<file path="src/rtl/tt_pkg.sv">
// Shared types and constants for the tap tempo metronome core.
// Used by every module under rtl; depends on nothing else.
`timescale 1ns / 1ps
`default_nettype none

package tt_pkg;

    localparam int OP_W       = 3;
    localparam int REQ_W      = 10;
    localparam int TEMPO_W    = 8;
    localparam int IVL_W      = 11;
    localparam int TMO_W      = 16;
    localparam int PULSE_W    = 8;
    localparam int DIV_W      = 16;
    localparam int CFG_IDX_W  = 2;
    localparam int CFG_DATA_W = 16;

    localparam logic [OP_W-1:0] OP_TICK      = 3'd0;
    localparam logic [OP_W-1:0] OP_TAP       = 3'd1;
    localparam logic [OP_W-1:0] OP_START     = 3'd2;
    localparam logic [OP_W-1:0] OP_STOP      = 3'd3;
    localparam logic [OP_W-1:0] OP_SET_TEMPO = 3'd4;

    localparam logic [CFG_IDX_W-1:0] CFG_GIG_MODE   = 2'd0;
    localparam logic [CFG_IDX_W-1:0] CFG_TAP_TMO    = 2'd1;
    localparam logic [CFG_IDX_W-1:0] CFG_PULSE_LEN  = 2'd2;

    localparam logic [DIV_W-1:0]   MS_PER_MIN     = 16'd60000;
    localparam logic [TEMPO_W-1:0] TEMPO_MIN      = 8'd40;
    localparam logic [TEMPO_W-1:0] TEMPO_MAX      = 8'd240;
    localparam logic [TEMPO_W-1:0] TEMPO_RESET    = 8'd120;
    localparam logic [IVL_W-1:0]   INTERVAL_RESET = 11'd500;
    localparam logic [TMO_W-1:0]   TMO_RESET      = 16'd2000;
    localparam logic [PULSE_W-1:0] PULSE_RESET    = 8'd50;

    typedef struct packed {
        logic [OP_W-1:0]  op;
        logic [REQ_W-1:0] tempo_value;
        logic             display_active;
    } tt_in_t;

    typedef struct packed {
        logic               light;
        logic               beat;
        logic [TEMPO_W-1:0] tempo_now;
        logic               tapping;
        logic               is_running;
    } tt_out_t;

    // Commands from the sequencer to the serial time unit.
    typedef struct packed {
        logic start;
        logic incr;
        logic copy_beat;
        logic copy_tap;
    } alu_ctl_t;

    // Results of one serial pass, valid from the cycle done is high.
    typedef struct packed {
        logic             done;
        logic             expired;
        logic             beat_due;
        logic             gap_nz;
        logic             gap_lt;
        logic [DIV_W-1:0] gap;
    } alu_stat_t;

    typedef enum logic [2:0] {
        S_IDLE,
        S_TICK,
        S_TAP,
        S_TAPDIV,
        S_IVL,
        S_FINISH
    } state_t;

endpackage

`default_nettype wire

</file>
<file path="src/rtl/tt_serial_div.sv">
// Restoring divider: 60000 divided by a 16-bit divisor, one quotient bit per cycle.
// Depends on tt_pkg.
`timescale 1ns / 1ps
`default_nettype none

module tt_serial_div
    import tt_pkg::*;
(
    input  wire logic             clk,
    input  wire logic             rst_n,
    input  wire logic             start,
    input  wire logic [DIV_W-1:0] divisor,
    output logic                  done,
    output logic [DIV_W-1:0]      quotient
);

    localparam int CNT_W = $clog2(DIV_W);
    localparam logic [CNT_W-1:0] CNT_LAST = CNT_W'(DIV_W - 1);

    logic             active_reg, active_next;
    logic             done_reg, done_next;
    logic [CNT_W-1:0] cnt_reg, cnt_next;
    logic [DIV_W-1:0] rem_reg, rem_next;
    logic [DIV_W-1:0] q_reg, q_next;
    logic [DIV_W-1:0] dvs_reg, dvs_next;
    logic [DIV_W+1:0] trial;

    // The dividend shifts out of the top of q_reg while quotient bits enter at the bottom.
    assign trial = {1'b0, rem_reg, q_reg[DIV_W-1]} - {2'b00, dvs_reg};

    always_comb
    begin
        active_next = active_reg;
        done_next   = 1'b0;
        cnt_next    = cnt_reg;
        rem_next    = rem_reg;
        q_next      = q_reg;
        dvs_next    = dvs_reg;
        if (start && !active_reg)
        begin
            active_next = 1'b1;
            cnt_next    = '0;
            rem_next    = '0;
            q_next      = MS_PER_MIN;
            dvs_next    = divisor;
        end
        else if (active_reg)
        begin
            if (trial[DIV_W+1])
            begin
                rem_next = {rem_reg[DIV_W-2:0], q_reg[DIV_W-1]};
                q_next   = {q_reg[DIV_W-2:0], 1'b0};
            end
            else
            begin
                rem_next = trial[DIV_W-1:0];
                q_next   = {q_reg[DIV_W-2:0], 1'b1};
            end
            cnt_next = cnt_reg + 1'b1;
            if (cnt_reg == CNT_LAST)
            begin
                active_next = 1'b0;
                done_next   = 1'b1;
            end
        end
    end

    always_ff @(posedge clk or negedge rst_n)
    begin
        if (!rst_n)
        begin
            active_reg <= 1'b0;
            done_reg   <= 1'b0;
            cnt_reg    <= '0;
        end
        else
        begin
            active_reg <= active_next;
            done_reg   <= done_next;
            cnt_reg    <= cnt_next;
        end
    end

    always_ff @(posedge clk)
    begin
        rem_reg <= rem_next;
        q_reg   <= q_next;
        dvs_reg <= dvs_next;
    end

    assign done     = done_reg;
    assign quotient = q_reg;

endmodule

`default_nettype wire

</file>
<file path="src/rtl/tt_time_alu.sv">
// Bit-serial time unit: holds the ms clock and the beat and tap stamps in rotating
// shift registers and works out increments, differences and compares LSB first.
// Depends on tt_pkg.
`timescale 1ns / 1ps
`default_nettype none

module tt_time_alu
    import tt_pkg::*;
#(
    parameter int TIME_BITS = 32
)
(
    input  wire logic             clk,
    input  wire logic             rst_n,
    input  wire alu_ctl_t         ctl,
    input  wire logic [TMO_W-1:0] timeout,
    input  wire logic [IVL_W-1:0] interval,
    output alu_stat_t             stat
);

    localparam int CNT_W = $clog2(TIME_BITS);
    localparam logic [CNT_W-1:0] CNT_LAST = CNT_W'(TIME_BITS - 1);

    logic [TIME_BITS-1:0] now_reg, now_next;
    logic [TIME_BITS-1:0] beat_ms_reg, beat_ms_next;
    logic [TIME_BITS-1:0] tap_ms_reg, tap_ms_next;
    logic [TIME_BITS-1:0] gap_reg, gap_next;
    logic [TMO_W-1:0]     tmo_sh_reg, tmo_sh_next;
    logic [IVL_W-1:0]     ivl_sh_reg, ivl_sh_next;
    logic [CNT_W-1:0]     cnt_reg, cnt_next;
    logic                 active_reg, active_next;
    logic                 done_reg, done_next;
    logic                 carry_reg, carry_next;
    logic                 btap_reg, btap_next;
    logic                 bbeat_reg, bbeat_next;
    logic                 bgt_reg, bgt_next;
    logic                 blt_reg, blt_next;
    logic                 bge_reg, bge_next;
    logic                 nz_reg, nz_next;

    logic s_bit, lt_bit, lb_bit, dt_bit, db_bit, t_bit, i_bit;

    always_comb
    begin
        s_bit  = now_reg[0] ^ carry_reg;
        lt_bit = tap_ms_reg[0];
        lb_bit = beat_ms_reg[0];
        t_bit  = tmo_sh_reg[0];
        i_bit  = ivl_sh_reg[0];
        dt_bit = s_bit ^ lt_bit ^ btap_reg;
        db_bit = s_bit ^ lb_bit ^ bbeat_reg;
    end

    always_comb
    begin
        now_next     = now_reg;
        beat_ms_next = beat_ms_reg;
        tap_ms_next  = tap_ms_reg;
        gap_next     = gap_reg;
        tmo_sh_next  = tmo_sh_reg;
        ivl_sh_next  = ivl_sh_reg;
        cnt_next     = cnt_reg;
        active_next  = active_reg;
        done_next    = 1'b0;
        carry_next   = carry_reg;
        btap_next    = btap_reg;
        bbeat_next   = bbeat_reg;
        bgt_next     = bgt_reg;
        blt_next     = blt_reg;
        bge_next     = bge_reg;
        nz_next      = nz_reg;
        if (ctl.start && !active_reg)
        begin
            active_next = 1'b1;
            cnt_next    = '0;
            carry_next  = ctl.incr;
            btap_next   = 1'b0;
            bbeat_next  = 1'b0;
            bgt_next    = 1'b0;
            blt_next    = 1'b0;
            bge_next    = 1'b0;
            nz_next     = 1'b0;
            tmo_sh_next = timeout;
            ivl_sh_next = interval;
        end
        else if (active_reg)
        begin
            // The clock and stamp registers rotate once around; the updated clock bit re-enters at the top.
            now_next     = {s_bit, now_reg[TIME_BITS-1:1]};
            tap_ms_next  = {lt_bit, tap_ms_reg[TIME_BITS-1:1]};
            beat_ms_next = {lb_bit, beat_ms_reg[TIME_BITS-1:1]};
            gap_next     = {dt_bit, gap_reg[TIME_BITS-1:1]};
            tmo_sh_next  = {1'b0, tmo_sh_reg[TMO_W-1:1]};
            ivl_sh_next  = {1'b0, ivl_sh_reg[IVL_W-1:1]};
            carry_next   = now_reg[0] & carry_reg;
            btap_next    = (~s_bit & lt_bit) | (~(s_bit ^ lt_bit) & btap_reg);
            bbeat_next   = (~s_bit & lb_bit) | (~(s_bit ^ lb_bit) & bbeat_reg);
            // A final borrow of timeout minus gap means the gap exceeds the timeout.
            bgt_next     = (~t_bit & dt_bit) | (~(t_bit ^ dt_bit) & bgt_reg);
            blt_next     = (~dt_bit & t_bit) | (~(dt_bit ^ t_bit) & blt_reg);
            bge_next     = (~db_bit & i_bit) | (~(db_bit ^ i_bit) & bge_reg);
            nz_next      = nz_reg | dt_bit;
            cnt_next     = cnt_reg + 1'b1;
            if (cnt_reg == CNT_LAST)
            begin
                active_next = 1'b0;
                done_next   = 1'b1;
            end
        end
        else
        begin
            if (ctl.copy_beat)
            begin
                beat_ms_next = now_reg;
            end
            if (ctl.copy_tap)
            begin
                tap_ms_next = now_reg;
            end
        end
    end

    always_ff @(posedge clk or negedge rst_n)
    begin
        if (!rst_n)
        begin
            now_reg     <= '0;
            beat_ms_reg <= '0;
            tap_ms_reg  <= '0;
            cnt_reg     <= '0;
            active_reg  <= 1'b0;
            done_reg    <= 1'b0;
        end
        else
        begin
            now_reg     <= now_next;
            beat_ms_reg <= beat_ms_next;
            tap_ms_reg  <= tap_ms_next;
            cnt_reg     <= cnt_next;
            active_reg  <= active_next;
            done_reg    <= done_next;
        end
    end

    always_ff @(posedge clk)
    begin
        gap_reg    <= gap_next;
        tmo_sh_reg <= tmo_sh_next;
        ivl_sh_reg <= ivl_sh_next;
        carry_reg  <= carry_next;
        btap_reg   <= btap_next;
        bbeat_reg  <= bbeat_next;
        bgt_reg    <= bgt_next;
        blt_reg    <= blt_next;
        bge_reg    <= bge_next;
        nz_reg     <= nz_next;
    end

    always_comb
    begin
        stat.done     = done_reg;
        stat.expired  = bgt_reg;
        stat.beat_due = ~bge_reg;
        stat.gap_nz   = nz_reg;
        stat.gap_lt   = blt_reg;
        stat.gap      = gap_reg[DIV_W-1:0];
    end

endmodule

`default_nettype wire

</file>
<file path="src/rtl/tap_tempo_metronome_core.sv">
// Tap tempo metronome: takes one event word per item (ms tick, tap, start, stop, set
// tempo) and returns one status word per item. The time stamps are processed one bit
// per cycle by the serial time unit, and each division of 60000 runs in the shared
// restoring divider. One item is in work at a time; a finished word waits in the
// output register without holding off the next input word. Configuration must be
// written through a plain write port only while the block is idle; the block itself
// does not enforce this. Depends on tt_pkg, tt_time_alu and tt_serial_div.
`timescale 1ns / 1ps
`default_nettype none

module tap_tempo_metronome_core
    import tt_pkg::*;
#(
    parameter int TIME_BITS = 32
)
(
    input  wire logic                  clk,
    input  wire logic                  rst_n,
    input  wire logic                  in_valid,
    output logic                       in_ready,
    input  wire tt_in_t                in_word,
    output logic                       out_valid,
    input  wire logic                  out_ready,
    output tt_out_t                    out_word,
    input  wire logic                  cfg_we,
    input  wire logic [CFG_IDX_W-1:0]  cfg_index,
    input  wire logic [CFG_DATA_W-1:0] cfg_data
);

    state_t state_reg, state_next;

    tt_in_t             in_reg, in_next;
    tt_out_t            out_reg, out_next;
    logic               out_valid_reg, out_valid_next;
    logic               gig_reg;
    logic [TMO_W-1:0]   tmo_reg;
    logic [PULSE_W-1:0] pulse_cfg_reg;
    logic [TEMPO_W-1:0] tempo_reg, tempo_next;
    logic [TEMPO_W-1:0] cand_reg, cand_next;
    logic [IVL_W-1:0]   ivl_reg, ivl_next;
    logic [PULSE_W-1:0] pulse_reg, pulse_next;
    logic               run_reg, run_next;
    logic               tap_reg, tap_next;
    logic               beat_reg, beat_next;

    alu_ctl_t           alu_ctl;
    alu_stat_t          alu_stat;
    logic               div_start;
    logic [DIV_W-1:0]   div_divisor;
    logic               div_done;
    logic [DIV_W-1:0]   div_q;

    logic               in_fire;
    logic               out_free;
    logic [TEMPO_W-1:0] clamped;
    logic               q_in_range;
    logic               run_eff;
    logic [PULSE_W-1:0] pulse_dec;

    assign in_ready = (state_reg == S_IDLE);
    assign in_fire  = in_valid && in_ready;
    assign out_free = !out_valid_reg || out_ready;

    always_comb
    begin
        if (in_word.tempo_value < REQ_W'(TEMPO_MIN))
        begin
            clamped = TEMPO_MIN;
        end
        else if (in_word.tempo_value > REQ_W'(TEMPO_MAX))
        begin
            clamped = TEMPO_MAX;
        end
        else
        begin
            clamped = in_word.tempo_value[TEMPO_W-1:0];
        end
    end

    assign q_in_range = (div_q >= DIV_W'(TEMPO_MIN)) && (div_q <= DIV_W'(TEMPO_MAX));
    assign pulse_dec  = (pulse_reg != '0) ? pulse_reg - 1'b1 : '0;
    assign run_eff    = run_reg || (tap_reg && alu_stat.expired);

    tt_time_alu #(
        .TIME_BITS (TIME_BITS)
    ) u_time (
        .clk      (clk),
        .rst_n    (rst_n),
        .ctl      (alu_ctl),
        .timeout  (tmo_reg),
        .interval (ivl_reg),
        .stat     (alu_stat)
    );

    tt_serial_div u_div (
        .clk      (clk),
        .rst_n    (rst_n),
        .start    (div_start),
        .divisor  (div_divisor),
        .done     (div_done),
        .quotient (div_q)
    );

    // Next state.
    always_comb
    begin
        state_next = state_reg;
        unique case (state_reg)
            S_IDLE:
            begin
                if (in_fire)
                begin
                    unique case (in_word.op)
                        OP_TICK:      state_next = S_TICK;
                        OP_TAP:       state_next = tap_reg ? S_TAP : S_FINISH;
                        OP_SET_TEMPO: state_next = S_IVL;
                        default:      state_next = S_FINISH;
                    endcase
                end
            end
            S_TICK:
            begin
                if (alu_stat.done)
                begin
                    state_next = S_FINISH;
                end
            end
            S_TAP:
            begin
                if (alu_stat.done)
                begin
                    state_next = (alu_stat.gap_nz && alu_stat.gap_lt) ? S_TAPDIV : S_FINISH;
                end
            end
            S_TAPDIV:
            begin
                if (div_done)
                begin
                    state_next = q_in_range ? S_IVL : S_FINISH;
                end
            end
            S_IVL:
            begin
                if (div_done)
                begin
                    state_next = S_FINISH;
                end
            end
            S_FINISH:
            begin
                if (out_free)
                begin
                    state_next = S_IDLE;
                end
            end
            default: state_next = S_IDLE;
        endcase
    end

    // Outputs and datapath updates.
    always_comb
    begin
        in_next        = in_reg;
        out_next       = out_reg;
        out_valid_next = out_valid_reg;
        tempo_next     = tempo_reg;
        cand_next      = cand_reg;
        ivl_next       = ivl_reg;
        pulse_next     = pulse_reg;
        run_next       = run_reg;
        tap_next       = tap_reg;
        beat_next      = beat_reg;
        alu_ctl        = '0;
        div_start      = 1'b0;
        div_divisor    = {{(DIV_W-TEMPO_W){1'b0}}, cand_reg};

        if (out_valid_reg && out_ready)
        begin
            out_valid_next = 1'b0;
        end

        unique case (state_reg)
            S_IDLE:
            begin
                if (in_fire)
                begin
                    in_next   = in_word;
                    beat_next = 1'b0;
                    unique case (in_word.op)
                        OP_TICK:
                        begin
                            alu_ctl.start = 1'b1;
                            alu_ctl.incr  = 1'b1;
                        end
                        OP_TAP:
                        begin
                            if (tap_reg)
                            begin
                                alu_ctl.start = 1'b1;
                            end
                            else
                            begin
                                tap_next         = 1'b1;
                                alu_ctl.copy_tap = 1'b1;
                            end
                        end
                        OP_START:
                        begin
                            run_next = 1'b1;
                            tap_next = 1'b0;
                        end
                        OP_STOP:
                        begin
                            run_next   = 1'b0;
                            tap_next   = 1'b0;
                            pulse_next = '0;
                        end
                        OP_SET_TEMPO:
                        begin
                            cand_next   = clamped;
                            div_start   = 1'b1;
                            div_divisor = {{(DIV_W-TEMPO_W){1'b0}}, clamped};
                        end
                        default:
                        begin
                        end
                    endcase
                end
            end
            S_TICK:
            begin
                if (alu_stat.done)
                begin
                    pulse_next = pulse_dec;
                    if (tap_reg && alu_stat.expired)
                    begin
                        tap_next = 1'b0;
                        run_next = 1'b1;
                    end
                    if (!run_eff || (gig_reg && !in_reg.display_active))
                    begin
                        pulse_next = '0;
                    end
                    else if (alu_stat.beat_due)
                    begin
                        beat_next         = 1'b1;
                        pulse_next        = pulse_cfg_reg;
                        alu_ctl.copy_beat = 1'b1;
                    end
                end
            end
            S_TAP:
            begin
                if (alu_stat.done)
                begin
                    alu_ctl.copy_tap = 1'b1;
                    if (alu_stat.gap_nz && alu_stat.gap_lt)
                    begin
                        div_start   = 1'b1;
                        div_divisor = alu_stat.gap;
                    end
                end
            end
            S_TAPDIV:
            begin
                if (div_done && q_in_range)
                begin
                    cand_next   = div_q[TEMPO_W-1:0];
                    div_start   = 1'b1;
                    div_divisor = div_q;
                end
            end
            S_IVL:
            begin
                if (div_done)
                begin
                    tempo_next = cand_reg;
                    ivl_next   = div_q[IVL_W-1:0];
                end
            end
            S_FINISH:
            begin
                if (out_free)
                begin
                    out_valid_next      = 1'b1;
                    out_next.light      = (pulse_reg != '0);
                    out_next.beat       = beat_reg;
                    out_next.tempo_now  = tempo_reg;
                    out_next.tapping    = tap_reg;
                    out_next.is_running = run_reg;
                end
            end
            default:
            begin
            end
        endcase
    end

    always_ff @(posedge clk or negedge rst_n)
    begin
        if (!rst_n)
        begin
            state_reg     <= S_IDLE;
            out_valid_reg <= 1'b0;
            tempo_reg     <= TEMPO_RESET;
            ivl_reg       <= INTERVAL_RESET;
            pulse_reg     <= '0;
            run_reg       <= 1'b0;
            tap_reg       <= 1'b0;
            beat_reg      <= 1'b0;
            gig_reg       <= 1'b0;
            tmo_reg       <= TMO_RESET;
            pulse_cfg_reg <= PULSE_RESET;
        end
        else
        begin
            state_reg     <= state_next;
            out_valid_reg <= out_valid_next;
            tempo_reg     <= tempo_next;
            ivl_reg       <= ivl_next;
            pulse_reg     <= pulse_next;
            run_reg       <= run_next;
            tap_reg       <= tap_next;
            beat_reg      <= beat_next;
            if (cfg_we)
            begin
                unique case (cfg_index)
                    CFG_GIG_MODE:  gig_reg       <= cfg_data[0];
                    CFG_TAP_TMO:   tmo_reg       <= cfg_data[TMO_W-1:0];
                    CFG_PULSE_LEN: pulse_cfg_reg <= cfg_data[PULSE_W-1:0];
                    default:
                    begin
                    end
                endcase
            end
        end
    end

    always_ff @(posedge clk)
    begin
        in_reg   <= in_next;
        out_reg  <= out_next;
        cand_reg <= cand_next;
    end

    assign out_valid = out_valid_reg;
    assign out_word  = out_reg;

    // The tempo stays in its legal range.
    a_tempo_range: assert property (@(posedge clk) disable iff (!rst_n)
        (tempo_reg >= TEMPO_MIN) && (tempo_reg <= TEMPO_MAX))
        else $error("tempo left its legal range");

    // The beat interval is always the whole-ms quotient of 60000 by the tempo.
    a_interval_match: assert property (@(posedge clk) disable iff (!rst_n)
        (32'(ivl_reg) * 32'(tempo_reg) <= 32'(MS_PER_MIN)) &&
        (32'(ivl_reg) * 32'(tempo_reg) + 32'(tempo_reg) > 32'(MS_PER_MIN)))
        else $error("beat interval does not match tempo");

    // A beat is only reported while the metronome runs.
    a_beat_running: assert property (@(posedge clk) disable iff (!rst_n)
        (state_reg == S_FINISH) && beat_reg |-> run_reg)
        else $error("beat reported while stopped");

    // Only one item is in work at a time.
    a_one_item: assert property (@(posedge clk) disable iff (!rst_n)
        in_fire |=> !in_ready)
        else $error("new word accepted while one is in work");

endmodule

`default_nettype wire

</file>
<file path="config.mk">
export PLATFORM = sky130hd
export DESIGN_NAME = tap_tempo_metronome_core
export DESIGN_NICKNAME = d
export VERILOG_FILES = /design/src/rtl/tt_pkg.sv /design/src/rtl/tt_serial_div.sv /design/src/rtl/tt_time_alu.sv /design/src/rtl/tap_tempo_metronome_core.sv
export SDC_FILE = /design/constraint.sdc
export NUM_CORES = 1
export LEC_CHECK = 0
export BUFFER_PORTS_ARGS = -buffer_cell sky130_fd_sc_hd__buf_2
export CAP_MARGIN = 5
export CORE_MARGIN = 5
export CORE_UTILIZATION = 30
export DETAILED_ROUTE_END_ITERATION = 7
export PLACE_DENSITY = 0.44
export SLEW_MARGIN = 20
export SYNTH_ARGS = -nofsm -noshare
export SYNTH_HDL_FRONTEND = slang
export SYNTH_SLANG_ARGS = --single-unit
</file>
<file path="constraint.sdc">
create_clock -name clk -period 4.45 [get_ports clk]
set_input_delay 0.89 -clock clk [delete_from_list [all_inputs] [get_ports clk]]
set_output_delay 0.89 -clock clk [all_outputs]
set_load 0.01 [all_outputs]
</file>
==> metrics.cfg, run 1 <==
[outcome]
status = finished, final reports clean

[hold_path]
holdPathEnd = u_time.gap_reg[15]
worstHoldPathCells = 0
min_path_type = reg -> reg
hp-start = u_time.gap_reg[16]

[sta]
finalClockSkew_ns = 0.0124
slew_violations = 0
layout_setup_ws_ns = 1.27
period_share = 0.715
post-route-min-period_ns = 3.18
tightest_slew_ns = 1.06
finalHoldViolations = 0
finalSetupTns_ns = 0
max_freq_mhz = 314
finalSetupViolCount = 0
rsz0062_at_grt = no
slew_headroom = 0.297

[floorplan]
fp-row-count = 78
io_pins = 51
die_area_sq_mm = 0.0501
fp.dieH_um = 224
die_w_um = 224
initial_core_util = 0.303
core_sq_mm = 0.0453

[clock_network]
post_cts_buffers = 0
clk_pin_slew_ns = 0.06
clk_latency_ns = 0.51
cts-buffers-inserted = 34
hold_buffers = 0
htreeDepth = 2
cts_tree = done
cts_resized = 0
clockRootBuffer = clkbuf_16
clock_sinks = 303
cts_max_path_buffers = 3

[critical_path]
r2r-end = u_div.rem_reg[2]
cp_max_fo = 17
r2r_slack_ns = 1.27
startpoint_type = register
timing.rr.start = state_reg[1]
crit_type = reg -> reg
r2r_cells = 6
critPathRequiredTime_ns = 4.84
cp_data_arrival_time_ns = 3.57
end_kind = register

[finish]
syn_to_final_growth_pct = 14.3
utilization = 0.346
layout_commonest_cell = nand2_1
multiInputGateArea_sq_mm = 0.00538
layout_common_cells = 248 x nand2_1, 147 x dfrtp_1, 97 x edfxtp_1, 92 x o21ai_0, 74 x mux2_2
layout.nets = 1338
antenna_cells = 0
drive_gt1_frac = 0.181
ff_latch_area_sq_mm = 0.00791
fill_cells = 4632

[global_routing]
overflow = 0
grt_pass1_vias = 9111
grtUsageTotal = 0.122
grt_max_degree = 92
grt_pass1_wl_um = 50500
antenna_found_initial = 1

[detailed_routing]
routed_wl_um = 30800
drcViolationCount = 0
drtIter0Drc = 579
via_per_inst = 4.79
firstDrtPassIters = 8
ant_nets = 0
wl_per_cell_um = 16.2
vias = 9093

[synth]
syn_inst = 1233
synth.cell_area_sq_mm = 0.0137
syn-num-nets = 1298
syn_avg_cell_area_sq_um = 11.1
synthFlopType = dfrtp_1
synthArstFlopShare = 0.554
synth_cell_types = 75
ys_warn_count = 0
synth_seq_cells = 303
synth-edff-count = 97
seq_area_frac_synth = 0.576

[power_and_ir_drop]
p_leak_nw = 6.79
switching_power_mw = 3.56
p_int_mw = 6.95
power_density_mw_per_mm2 = 671
worst_ir_drop_vdd_v = 0.000332
swShare = 0.339
p_comb_frac = 0.287
p_clk_frac = 0.264
power_frac_seq = 0.450

[place]
gp_congestion = 0.759
port_buffers = 50
hpwl_um = 20600
place_ws_ns = 1.23

[flow_run]
drv_cap = 0

==> cell usage after synthesis (7+ instances only) <==
master,n,area share
mux2i_1,65,0.047
nor2_1,54,0.015
a221o_1,7,0.0051
o21ai_1,24,0.0088
a22o_1,8,0.0051
a21oi_1,36,0.013
xor2_1,9,0.0057
mux2_2,74,0.061
o21ai_0,92,0.034
dfrtp_1,149,0.27
and2_1,14,0.0064
dfstp_2,19,0.036
dfxtp_1,38,0.055
edfxtp_1,97,0.21
clkbuf_1,32,0.0088
o211ai_1,9,0.0049
nand2b_1,14,0.0064
a31oi_1,8,0.0037
ha_1,25,0.023
and3_1,10,0.0046
nand2_1,249,0.068
buf_2,19,0.0069
inv_1,35,0.0096
nand3_1,16,0.0058
nor3_1,11,0.0040
==> critical path, cell delays in order, from the launching register on <==
cell and delay, ns:
dfrtp_1 0.69, nand3_1 0.51, nor4_4 0.75, o21ai_2 0.41, buf_4 0.29, and3_1 0.18, a211o_1 0.22
==> per-stage QoR <==
step | hold WS, ns | cell area (sq um) | cells | power, mW
final | 0.417 | 15700 | 1899 | 10.5
after global routing | 0.424 | 15700 | 1899 | 11.3
after CTS | 0.422 | 15700 | 1899 | 10.7
after detailed placement | 0.405 | 14600 | 1837 | 7.83
after global placement | 0.404 | 14600 | 1837 | 7.82
after floorplan | 0.400 | 13700 | 1233 | 6.92
==> cell type report <==
| type | count | share of cell area |
|---|---|---|
| tap | 600 | 0.0479 |
| timing repair buffer | 69 | 0.0255 |
| sequential | 303 | 0.505 |
| multi-input combinational | 830 | 0.343 |
| clock inverter | 14 | 0.00711 |
| inverter | 35 | 0.00839 |
| clock buffer | 48 | 0.0630 |
==> per-layer routing <==
metal / wire [um] / global-route usage / part of all wire
met1: 15400 / 0.180 / 0.50
met5: 12 / 0 / 0.00039
met4: 540 / 0.0296 / 0.018
met2: 13700 / 0.187 / 0.44
met3: 1120 / 0.0228 / 0.036
==> how the worst max path moves through the flow <==
stage,end,from
global placement,u_time.bgt_reg,in_word[12]
floorplan,u_div.dvs_reg[0],in_word[12]
CTS,u_div.rem_reg[2],state_reg[1]
detailed placement,u_time.blt_reg,in_word[12]
global route,u_div.rem_reg[2],state_reg[1]
finish,u_div.rem_reg[2],state_reg[1]
==> logic make-up after synthesis <==
group / Yosys count / synth area share
XOR/XNOR: 14 / 0.00894
AND/OR/NAND/NOR: 399 / 0.128
AO/OA/AOI/OAI: 247 / 0.116
buffers and inverters: 100 / 0.0324
flip-flops: 303 / 0.576
adder cells (fa/ha/maj): 28 / 0.0272
multiplexers: 142 / 0.111
==> power groups by stage <==
stage	clock (mW)	combinational, mW	sequential (mW)
finish	2.77	3.01	4.73
detailed placement	0	3.04	4.79
floorplan	0	2.49	4.43
global placement	0	3.02	4.79
global route	2.99	3.43	4.86
CTS	2.87	3.07	4.75
Note: power is estimated with default switching activity, not from simulation.
==> run 2, diff against run 1 <==
==> constraint.sdc (replaced) <==
create_clock -name clk -period 3.3 [get_ports clk]
set_input_delay 0.66 -clock clk [delete_from_list [all_inputs] [get_ports clk]]
set_output_delay 0.66 -clock clk [all_outputs]
set_load 0.01 [all_outputs]
==> run 2 against run 1 <==
Against the previous run:
- clock-buffer cell count up 4
- cell count up 0.53%
- register-to-register slack worse by 0.57 ns
- maximum frequency up 22%
- non-clock buffer count up 6
- critical endpoint is now u_div.dvs_reg[2]
- clock power up 31%
- critical path type unchanged
- via count up 0.60%
- worst hold slack worse by 0.28 ns
- total power up 35%
- wire length down 0.73%
- first-iteration DRC count up 18%
- cell area up 0.44%
==> metrics.cfg, run 2 (same netlist as run 1, synthesis figures left out) <==
[clock_network]
cts_resized = 0  ; unchanged
post_cts_buffers = 0  ; unchanged
cts_max_path_buffers = 3  ; unchanged
clockRootBuffer = clkbuf_16
htreeDepth = 2  ; unchanged
cts_tree = done
hold_buffers = 0  ; unchanged
clock_sinks = 303  ; unchanged
cts-buffers-inserted = 35  ; +2.9%
clk_pin_slew_ns = 0.06  ; about the same
clk_latency_ns = 0.52  ; about the same

[power_and_ir_drop]
worst_ir_drop_vdd_v = 0.000567  ; +71%
p_leak_nw = 6.83  ; +0.56%
p_int_mw = 9.30  ; +34%
p_clk_frac = 0.257  ; -0.007
swShare = 0.343  ; +0.00430
power_frac_seq = 0.441  ; -0.009
power_density_mw_per_mm2 = 899  ; +34%
p_comb_frac = 0.301  ; +0.014
switching_power_mw = 4.85  ; +36%

[place]
place_ws_ns = 0.567  ; -0.661 ns
hpwl_um = 20400  ; -0.96%
port_buffers = 50  ; unchanged
gp_congestion = 0.804  ; +5.8%

[global_routing]
grt_pass1_wl_um = 49400  ; -2.3%
overflow = 0  ; unchanged
antenna_found_initial = 4  ; +3
grtUsageTotal = 0.120  ; -0.00227
grt_max_degree = 148  ; +61%
grt_pass1_vias = 9056  ; -0.60%

[floorplan]
io_pins = 51  ; unchanged
fp.dieH_um = 224  ; unchanged
core_sq_mm = 0.0453  ; unchanged
die_w_um = 224  ; unchanged
die_area_sq_mm = 0.0501  ; unchanged
initial_core_util = 0.303  ; unchanged
fp-row-count = 78  ; unchanged

[critical_path]
max_stage_delay_ns = 0.54  ; -0.21 ns
end_kind = register
path_common_cell = nor2_1
cp_cell_sequence = nor2_1, a21boi_1, o21ai_2, nor2_1, buf_4
critPathRequiredTime_ns = 3.52  ; -1.32 ns
startpoint_type = register
cp_max_fo = 17  ; unchanged
cp_data_arrival_time_ns = 2.82  ; -0.75 ns
crit_type = reg -> reg
cp_slowest_cell = dfrtp_1

[hold_path]
min_path_type = in -> async

[detailed_routing]
drtIter0Drc = 681  ; +18%
vias = 9148  ; +0.60%
wl_per_cell_um = 16.0  ; -1.2%
via_per_inst = 4.79  ; about the same
firstDrtPassIters = 6  ; -2
routed_wl_um = 30600  ; -0.73%
drcViolationCount = 0  ; unchanged
ant_nets = 0  ; unchanged

[finish]
syn_to_final_growth_pct = 14.8
multiInputGateArea_sq_mm = 0.00538  ; unchanged
ff_latch_area_sq_mm = 0.00791  ; unchanged
drive_gt1_frac = 0.185  ; +0.00425
layout_commonest_cell = nand2_1
fill_cells = 4582  ; -1.1%
layout.nets = 1345  ; +0.52%
layout_common_cells = 248 x nand2_1, 147 x dfrtp_1, 97 x edfxtp_1, 92 x o21ai_0, 74 x mux2_2

[sta]
period_share = 0.787  ; +0.0725
max_freq_mhz = 385  ; +22%
rsz0062_at_grt = no
layout_setup_ws_ns = 0.703  ; -0.567 ns
slew_headroom = 0.405  ; +0.108
finalClockSkew_ns = 0.0123  ; -0.000192 ns
tightest_slew_ns = 0.893  ; -0.162 ns
finalSetupViolCount = 0  ; unchanged
finalHoldViolations = 0  ; unchanged
slew_violations = 0  ; unchanged
finalSetupTns_ns = 0  ; unchanged
post-route-min-period_ns = 2.60  ; -0.583 ns

[flow_run]
drv_cap = 0  ; unchanged

[outcome]
status = finished, final reports clean

run 2: power groups by stage:
stage	Clock (mW)	Sequential [mW]	Combinational, mW
after CTS	3.79	6.27	4.33
after global placement	0	6.32	4.26
after floorplan	0	5.97	3.35
after detailed placement	0	6.32	4.32
after global routing	3.95	6.42	4.81
final	3.64	6.25	4.27
run 2: cell type report:
class                           instances  share of cell area
Antenna cell                            2            0.000318
Sequential cell                       303               0.503
Tap cell                              600              0.0477
Clock inverter                         12             0.00437
Inverter                               35             0.00835
Multi-Input combinational cell        830               0.342
Timing Repair Buffer                   75              0.0306
Clock buffer                           52              0.0643
run 2: critical path, delay by kind of cell, from the launching register on:
kind / cells / cell delay [ns]
flip-flops: 1 / 0.54
AO/OA/AOI/OAI: 2 / 0.86
AND/OR/NAND/NOR: 2 / 0.67
buffers and inverters: 1 / 0.22
run 2: through the flow:
stage	std cells	hold slack (ns)	util	cell area [sq um]	power [mW]
2_1_floorplan	1233	0.364	-	13700	9.33
3_3_place_gp	1843	0.407	0.323	14600	10.6
3_5_place_dp	1843	0.405	0.323	14600	10.6
4_1_cts	1907	0.156	0.347	15700	14.4
5_1_grt	1907	0.174	0.347	15700	15.2
6_report	1909	0.138	0.347	15700	14.1
run 2: path summary, 6_finish.rpt:
kind                                    startpoint                 end  slack, ns  cells past startpoint
worst max-delay path                  state_reg[0]    u_div.dvs_reg[2]       0.70                      5
worst min-delay path                         rst_n         tmo_reg[13]       0.14                      1
worst max register to register        state_reg[0]    u_div.dvs_reg[2]       0.70                      5
worst min register to register  u_time.gap_reg[16]  u_time.gap_reg[15]       0.42                      0
max in group asynchronous                    rst_n  u_time.now_reg[25]       2.24                      2
min in group clk                        in_word[0]           in_reg[0]       0.36                      1
run 2: layer usage:
metal / vias up / track usage / part of all wire / wire, um
met5: - / 0 / 0.0010 / 32
met2: 153 / 0.181 / 0.44 / 13400
met4: 4 / 0.0326 / 0.022 / 687
met1: 4445 / 0.175 / 0.49 / 15000
li1: 4490 / - / - / -
met3: 56 / 0.0257 / 0.046 / 1410
